`src/rtl/core/hsv2rgb_pkg.sv`:
```
// Shared types and constants for the HSV to RGB pixel converter.
package hsv2rgb_pkg;

  localparam int unsigned HUE_SECTOR = 960;
  localparam int unsigned FRAC_DEN   = 255 * HUE_SECTOR;

  // Reciprocal factors for the constant divides.
  // hue / 960 = (hue >> 6) / 15 ~ ((hue >> 6) * 4370) >> 16, exact for 16-bit hue
  localparam int unsigned RECIP_15    = 4370;
  localparam int unsigned RECIP_15_SH = 16;
  // n / 6 = (n * 43) >> 8, exact for n < 128
  localparam int unsigned RECIP_6     = 43;
  localparam int unsigned RECIP_6_SH  = 8;
  // Estimates below are low by at most one and get a correction step.
  localparam int unsigned RECIP_DEN_SH = 32;
  localparam int unsigned RECIP_DEN    = 32'((64'd1 << RECIP_DEN_SH) / FRAC_DEN);
  localparam int unsigned RECIP_255    = 257;
  localparam int unsigned RECIP_255_SH = 16;

  localparam logic [2:0] SECTOR_RED_YEL = 3'd0;
  localparam logic [2:0] SECTOR_YEL_GRN = 3'd1;
  localparam logic [2:0] SECTOR_GRN_CYN = 3'd2;
  localparam logic [2:0] SECTOR_CYN_BLU = 3'd3;
  localparam logic [2:0] SECTOR_BLU_MAG = 3'd4;

  typedef struct packed {
    logic [15:0] hue;
    logic [7:0]  sat;
    logic [7:0]  val;
    logic [7:0]  alpha;
  } pix_t;

  typedef struct packed {
    logic [2:0] sector;
    logic [9:0] frac;
    logic [7:0] sat;
    logic [7:0] val;
    logic [7:0] alpha;
  } sect_t;

  typedef struct packed {
    logic [2:0]  sector;
    logic [7:0]  val;
    logic [7:0]  alpha;
    logic [25:0] yq;
    logic [25:0] yt;
    logic [15:0] yp;
  } prod_t;

endpackage

```
`src/rtl/core/hsv_to_rgb_pixel_converter.sv`:
```
// Top level of the HSV to RGB pixel converter: six-stage pipeline.
//
// Converts one pixel per clock from hue (1/16 degree, taken modulo one turn),
// saturation, value and alpha into a packed word {alpha, blue, green, red}.
// A new pixel may enter on every cycle; the pipeline moves as one, so it holds
// only while a finished word sits on the output with color_stall high. The
// stages are: sector count from the hue, sector index and fraction, p/q/t
// numerators, scaling by value, reciprocal divide estimates, and the divide
// correction with channel pick and packing. Zero saturation falls out of the
// arithmetic as grey.
module hsv_to_rgb_pixel_converter import hsv2rgb_pkg::*; (
  input  logic        clk,
  input  logic        rst,
  input  logic        pix_valid,
  output logic        pix_stall,
  input  logic [15:0] hue,
  input  logic [7:0]  saturation,
  input  logic [7:0]  brightness_value,
  input  logic [7:0]  alpha,
  output logic        color_valid,
  input  logic        color_stall,
  output logic [31:0] color_word
);

  logic  advance;
  pix_t  pix;
  logic  sect_valid;
  sect_t sect;
  logic  prod_valid;
  prod_t prod;

  // Advance every stage unless the output word is held by the sink.
  assign advance   = !(color_valid && color_stall);
  assign pix_stall = !advance;

  assign pix.hue   = hue;
  assign pix.sat   = saturation;
  assign pix.val   = brightness_value;
  assign pix.alpha = alpha;

  hsv2rgb_sector u_sector (
    .clk       (clk),
    .rst       (rst),
    .en        (advance),
    .in_valid  (pix_valid),
    .pix       (pix),
    .out_valid (sect_valid),
    .sect      (sect)
  );

  hsv2rgb_terms u_terms (
    .clk       (clk),
    .rst       (rst),
    .en        (advance),
    .in_valid  (sect_valid),
    .sect      (sect),
    .out_valid (prod_valid),
    .prod      (prod)
  );

  hsv2rgb_scale u_scale (
    .clk        (clk),
    .rst        (rst),
    .en         (advance),
    .in_valid   (prod_valid),
    .prod       (prod),
    .out_valid  (color_valid),
    .color_word (color_word)
  );

endmodule

```
`src/rtl/core/hsv2rgb_sector.sv`:
```
// Hue reduction: sector index and fraction within the sector (two stages).
module hsv2rgb_sector import hsv2rgb_pkg::*; (
  input  logic  clk,
  input  logic  rst,
  input  logic  en,
  input  logic  in_valid,
  input  pix_t  pix,
  output logic  out_valid,
  output sect_t sect
);

  logic        valid1;
  pix_t        pix1;
  logic [6:0]  turns1;
  logic [22:0] turns_prod;
  logic [12:0] six_prod;
  logic [3:0]  turn_div6;
  logic [6:0]  sector_wide;
  logic [16:0] sector_base;
  logic [16:0] frac_wide;

  // Stage 1: whole sectors in the hue.
  assign turns_prod = 23'(pix.hue[15:6]) * 23'(RECIP_15);

  always_ff @(posedge clk) begin
    if (rst) begin
      valid1 <= 1'b0;
    end else if (en) begin
      valid1 <= in_valid;
    end
    if (en) begin
      pix1   <= pix;
      turns1 <= turns_prod[RECIP_15_SH +: 7];
    end
  end

  // Stage 2: fold whole sectors into one turn, keep the remainder.
  assign six_prod    = 13'(turns1) * 13'(RECIP_6);
  assign turn_div6   = six_prod[RECIP_6_SH +: 4];
  assign sector_wide = turns1 - ((7'(turn_div6) << 2) + (7'(turn_div6) << 1));
  assign sector_base = 17'(turns1) * 17'(HUE_SECTOR);
  assign frac_wide   = {1'b0, pix1.hue} - sector_base;

  always_ff @(posedge clk) begin
    if (rst) begin
      out_valid <= 1'b0;
    end else if (en) begin
      out_valid <= valid1;
    end
    if (en) begin
      sect.sector <= sector_wide[2:0];
      sect.frac   <= frac_wide[9:0];
      sect.sat    <= pix1.sat;
      sect.val    <= pix1.val;
      sect.alpha  <= pix1.alpha;
    end
  end

endmodule

```
`src/rtl/core/hsv2rgb_terms.sv`:
```
// Numerators of p, q and t, then their products with value (two stages).
module hsv2rgb_terms import hsv2rgb_pkg::*; (
  input  logic  clk,
  input  logic  rst,
  input  logic  en,
  input  logic  in_valid,
  input  sect_t sect,
  output logic  out_valid,
  output prod_t prod
);

  logic        valid3;
  logic [2:0]  sector3;
  logic [7:0]  val3;
  logic [7:0]  alpha3;
  logic [17:0] nq3;
  logic [17:0] nt3;
  logic [7:0]  np3;
  logic [17:0] sat_frac;
  logic [17:0] sat_rest;

  // Stage 3: numerators over the common denominator.
  assign sat_frac = 18'(sect.sat) * 18'(sect.frac);
  assign sat_rest = 18'(sect.sat) * (18'(HUE_SECTOR) - 18'(sect.frac));

  always_ff @(posedge clk) begin
    if (rst) begin
      valid3 <= 1'b0;
    end else if (en) begin
      valid3 <= in_valid;
    end
    if (en) begin
      sector3 <= sect.sector;
      val3    <= sect.val;
      alpha3  <= sect.alpha;
      nq3     <= 18'(FRAC_DEN) - sat_frac;
      nt3     <= 18'(FRAC_DEN) - sat_rest;
      np3     <= 8'd255 - sect.sat;
    end
  end

  // Stage 4: scale by value.
  always_ff @(posedge clk) begin
    if (rst) begin
      out_valid <= 1'b0;
    end else if (en) begin
      out_valid <= valid3;
    end
    if (en) begin
      prod.sector <= sector3;
      prod.val    <= val3;
      prod.alpha  <= alpha3;
      prod.yq     <= 26'(val3) * 26'(nq3);
      prod.yt     <= 26'(val3) * 26'(nt3);
      prod.yp     <= 16'(val3) * 16'(np3);
    end
  end

endmodule

```
`src/rtl/core/hsv2rgb_scale.sv`:
```
// Constant divides, channel selection by sector and packing (two stages).
module hsv2rgb_scale import hsv2rgb_pkg::*; (
  input  logic        clk,
  input  logic        rst,
  input  logic        en,
  input  logic        in_valid,
  input  prod_t       prod,
  output logic        out_valid,
  output logic [31:0] color_word
);

  logic        valid5;
  prod_t       prod5;
  logic [7:0]  qe5;
  logic [7:0]  te5;
  logic [7:0]  pe5;
  logic [40:0] q_est;
  logic [40:0] t_est;
  logic [24:0] p_est;
  logic [25:0] q_rem;
  logic [25:0] t_rem;
  logic [15:0] p_rem;
  logic [7:0]  q_ch;
  logic [7:0]  t_ch;
  logic [7:0]  p_ch;
  logic [7:0]  red;
  logic [7:0]  green;
  logic [7:0]  blue;

  // Stage 5: reciprocal estimates, low by at most one.
  assign q_est = 41'(prod.yq) * 41'(RECIP_DEN);
  assign t_est = 41'(prod.yt) * 41'(RECIP_DEN);
  assign p_est = 25'(prod.yp) * 25'(RECIP_255);

  always_ff @(posedge clk) begin
    if (rst) begin
      valid5 <= 1'b0;
    end else if (en) begin
      valid5 <= in_valid;
    end
    if (en) begin
      prod5 <= prod;
      qe5   <= q_est[RECIP_DEN_SH +: 8];
      te5   <= t_est[RECIP_DEN_SH +: 8];
      pe5   <= p_est[RECIP_255_SH +: 8];
    end
  end

  // Stage 6: bump each estimate when the remainder reaches the divisor.
  assign q_rem = prod5.yq - 26'(qe5) * 26'(FRAC_DEN);
  assign t_rem = prod5.yt - 26'(te5) * 26'(FRAC_DEN);
  assign p_rem = prod5.yp - 16'(pe5) * 16'd255;
  assign q_ch  = (q_rem >= 26'(FRAC_DEN)) ? qe5 + 8'd1 : qe5;
  assign t_ch  = (t_rem >= 26'(FRAC_DEN)) ? te5 + 8'd1 : te5;
  assign p_ch  = (p_rem >= 16'd255) ? pe5 + 8'd1 : pe5;

  always_comb begin
    unique case (prod5.sector)
      SECTOR_RED_YEL: begin
        red = prod5.val; green = t_ch; blue = p_ch;
      end
      SECTOR_YEL_GRN: begin
        red = q_ch; green = prod5.val; blue = p_ch;
      end
      SECTOR_GRN_CYN: begin
        red = p_ch; green = prod5.val; blue = t_ch;
      end
      SECTOR_CYN_BLU: begin
        red = p_ch; green = q_ch; blue = prod5.val;
      end
      SECTOR_BLU_MAG: begin
        red = t_ch; green = p_ch; blue = prod5.val;
      end
      default: begin
        red = prod5.val; green = p_ch; blue = q_ch;
      end
    endcase
  end

  always_ff @(posedge clk) begin
    if (rst) begin
      out_valid <= 1'b0;
    end else if (en) begin
      out_valid <= valid5;
    end
    if (en) begin
      color_word <= {prod5.alpha, blue, green, red};
    end
  end

endmodule

```
`config.mk`:
```
export PLATFORM = sky130hd
export DESIGN_NAME = hsv_to_rgb_pixel_converter
export DESIGN_NICKNAME = d
export VERILOG_FILES = /design/src/rtl/core/hsv2rgb_pkg.sv /design/src/rtl/core/hsv_to_rgb_pixel_converter.sv /design/src/rtl/core/hsv2rgb_sector.sv /design/src/rtl/core/hsv2rgb_terms.sv /design/src/rtl/core/hsv2rgb_scale.sv
export SDC_FILE = /design/constraint.sdc
export NUM_CORES = 2
export LEC_CHECK = 0
export BUFFER_PORTS_ARGS = -buffer_cell sky130_fd_sc_hd__buf_2
export CORE_MARGIN = 2
export CORE_UTILIZATION = 41
export DETAILED_ROUTE_END_ITERATION = 7
export GPL_TIMING_DRIVEN = 0
export SKIP_CTS_REPAIR_TIMING = 1
export SYNTH_ARGS = -nofsm -noshare
export SYNTH_HDL_FRONTEND = slang
export SYNTH_HIERARCHICAL = 1
export SYNTH_SLANG_ARGS = --single-unit
```
`constraint.sdc`:
```
create_clock -name clk -period 15 [get_ports clk]
set_clock_uncertainty 0.15 [all_clocks]
set_input_delay 3 -clock clk [delete_from_list [all_inputs] [get_ports clk]]
set_output_delay 3 -clock clk [all_outputs]
set_load 0.01 [all_outputs]
```
==> results.json <==
{
  "outcome": "complete, no violations",
  "yosysMostFrequentCell": "inv_1",
  "setup_viol": 0,
  "track_usage_pct": 17.7,
  "crit_arrival_ns": 9.08,
  "hold_path_class": "flip-flop to flip-flop",
  "antenna_found_initial": 4,
  "seq_area_frac_synth_pct": 23.6,
  "dp_slack_ns": 6.07,
  "worstMarginPinSlew_ns": 0.935,
  "layout-drive-gt1-share_pct": 4.85,
  "syn_area_sq_um": 45900,
  "grt_overflow": 0,
  "cpMostUsedCell": "a21o_1",
  "cts_max_level": 2,
  "slew_viol_final": 0,
  "cts.sinks": 363,
  "core-area_sq_um": 111000,
  "syn_to_final_growth_pct": 8.77,
  "required_ns": 15.19,
  "cts_tree": "done",
  "die_w_um": 339,
  "viasPerCell": 5.02,
  "pin_count": 78,
  "grt_pass1_wl_mm": 166,
  "ys.flop_type": "edfxtp_1",
  "wl_mm": 99.6,
  "crit_path_start_kind": "flip-flop",
  "syn_inst": 4560,
  "grt_start_max_net_pins": 68,
  "first_global_vias": 31900,
  "rows": 122,
  "routedWlPerCell_um": 16.0,
  "ys_types": 111,
  "timing.max_cap.violations": 0,
  "post_dp_cell_area_sq_um": 48300,
  "synth_edf_count": 357,
  "port_buffers": 77,
  "rrSetupSlack_ns": 6.11,
  "syn-num-nets": 5825,
  "nFillCells": 10700,
  "nNetsFinal": 5955,
  "critPathMaxStageDelay_ns": 0.68,
  "hold_viol_final": 0,
  "gp_congestion": 0.878,
  "synth_top_cell_area_share_pct": 23.4,
  "crit_path_top_delay_cell": "fa_1",
  "final_core_util_pct": 45.1,
  "drt-initial-drc-count": 1580,
  "register_area_sq_um": 10800,
  "dp_hpwl_mm": 81.9,
  "crit_fanout": 10,
  "max_slew_margin_pct": 37.7,
  "clock_latency_ns": 0.60,
  "clock_path_buffers": 3,
  "dieArea_sq_um": 115000,
  "dp.cells": 6130,
  "critPathKind": "flip-flop to flip-flop",
  "min_period_ns": 8.89,
  "start_util_pct": 41.4,
  "post-synth-top-area-cell": "edfxtp_1",
  "post-route-period-util_pct": 59.3,
  "clock.fmax_ghz": 0.112,
  "worst_slack_ns": 6.11,
  "fin_area_sq_um": 49900,
  "cts.clk_slew.worst_paths_ns": 0.06,
  "ys_warn_count": 6,
  "crit_path_end_kind": "flip-flop",
  "synth.area.top_cells": "edfxtp_1, fa_1, ha_1",
  "routed-via-count": 31200,
  "antennaDiodeCount": 0,
  "layout.cells.non_filler": 6212,
  "synth_area_per_cell_sq_um": 10.1,
  "cts-root-buf": "clkbuf_16",
  "numCtsBuffers": 46,
  "synth_common_cells": "inv_1, ha_1, fa_1",
  "route.detailed.drc": 0,
  "antenna_left": 0,
  "async_reset_ff_share_pct": 0,
  "rsz0062_at_grt": "false",
  "dr.pass1.iters": 5,
  "ys_ff_latch": 363,
  "die_h_um": 339,
  "multi_input_area_sq_um": 31000
}
path summary, 6_finish.rpt:
kind	start	endpoint	cells after the start
worst max register to register	u_scale/qe5[7]	u_scale/color_word[1]	28
worst min-delay path	u_scale/prod5[74]	u_scale/color_word[30]	0
worst max-delay path	u_scale/qe5[7]	u_scale/color_word[1]	28
worst min register to register	u_scale/prod5[74]	u_scale/color_word[30]	0
per-layer routing:
metal	share of wire [%]	global-route usage [%]	up-vias
met1	47	24.5	15300
met3	3.6	1.82	109
met4	2.0	3.81	2
met5	0.013	0	-
li1	-	-	15200
met2	48	30.0	527
logic make-up (layout without fill, tap and decap cells):
kind of cell | count (synthesis) | count (layout) | synth area share (%)
adder cells (fa/ha/maj) | 1221 | 1221 | 42.0
buffers and inverters | 1077 | 1241 | 8.87
AND/OR/NAND/NOR | 1049 | 1049 | 11.7
AO/OA/AOI/OAI | 632 | 632 | 9.54
flip-flops | 363 | 363 | 23.6
XOR/XNOR | 194 | 194 | 3.70
multiplexers | 24 | 24 | 0.545
sequential cells by signal, summed over array words and instances, names as in the netlist, 3 cells and up:
name and cells:
u_terms/prod 86, u_scale/te5 8, u_sector/pix1 34, u_terms/alpha3 8
u_terms/nt3 17, u_scale/pe5 8, u_sector/sect 37, u_scale/color_word 32
u_scale/qe5 8, u_terms/nq3 18, u_terms/val3 8, u_scale/prod5 75
u_sector/turns1 7, u_terms/np3 8, u_terms/sector3 3
placed cells by master (no fill, tap or decap), types with 12 or more instances in the layout:
cell / synthesis / layout
a211o_1: 18 / 18
a211oi_1: 20 / 20
a21o_1: 68 / 68
a21oi_1: 167 / 167
a31oi_1: 19 / 19
and2_1: 297 / 297
and3_1: 17 / 17
buf_2: 6 / 83
clkbuf_1: 78 / 83
clkbuf_16: 0 / 49
edfxtp_1: 357 / 357
fa_1: 534 / 534
ha_1: 687 / 687
inv_1: 985 / 985
mux2i_1: 19 / 19
nand2_1: 322 / 321
nand2b_1: 27 / 27
nand3_1: 53 / 53
nand4_1: 13 / 13
nor2_1: 157 / 157
nor2b_1: 35 / 35
nor3_1: 44 / 44
o211ai_1: 26 / 26
o21a_1: 26 / 26
o21ai_0: 100 / 100
o21ai_1: 12 / 12
o21bai_1: 21 / 21
or2_2: 12 / 12
or3_1: 12 / 12
xnor2_1: 145 / 145
xor2_1: 49 / 49
layout make-up:
| class | count | share of cell area (%) |
|---|---|---|
| Multi-Input combinational cell | 3120 | 62.1 |
| Sequential cell | 363 | 21.7 |
| Inverter | 989 | 7.44 |
| Tap cell | 1488 | 3.73 |
| Clock buffer | 54 | 2.49 |
| Timing Repair Buffer | 82 | 1.05 |
| Clock inverter | 28 | 0.777 |
| Buffer | 88 | 0.717 |
worst max-delay path: cells and delay by family, from the launching register on:
family / cells / cell delay, ns
buffers and inverters: 4 / 0.26
flip-flops: 1 / 0.64
adder cells (fa/ha/maj): 6 / 2.92
AND/OR/NAND/NOR: 5 / 1.20
XOR/XNOR: 1 / 0.21
multiplexers: 1 / 0.63
AO/OA/AOI/OAI: 11 / 2.66
metrics by stage:
step	TNS [ns]	hold slack (ns)
after floorplan	0	0.250
after global placement	-215.18	0.251
after detailed placement	0	0.255
after CTS	0	0.267
after global routing	0	0.271
final	0	0.263
Power is not shown: default switching activity piles up to over one toggle a cycle in this logic, so the estimate is an artifact.
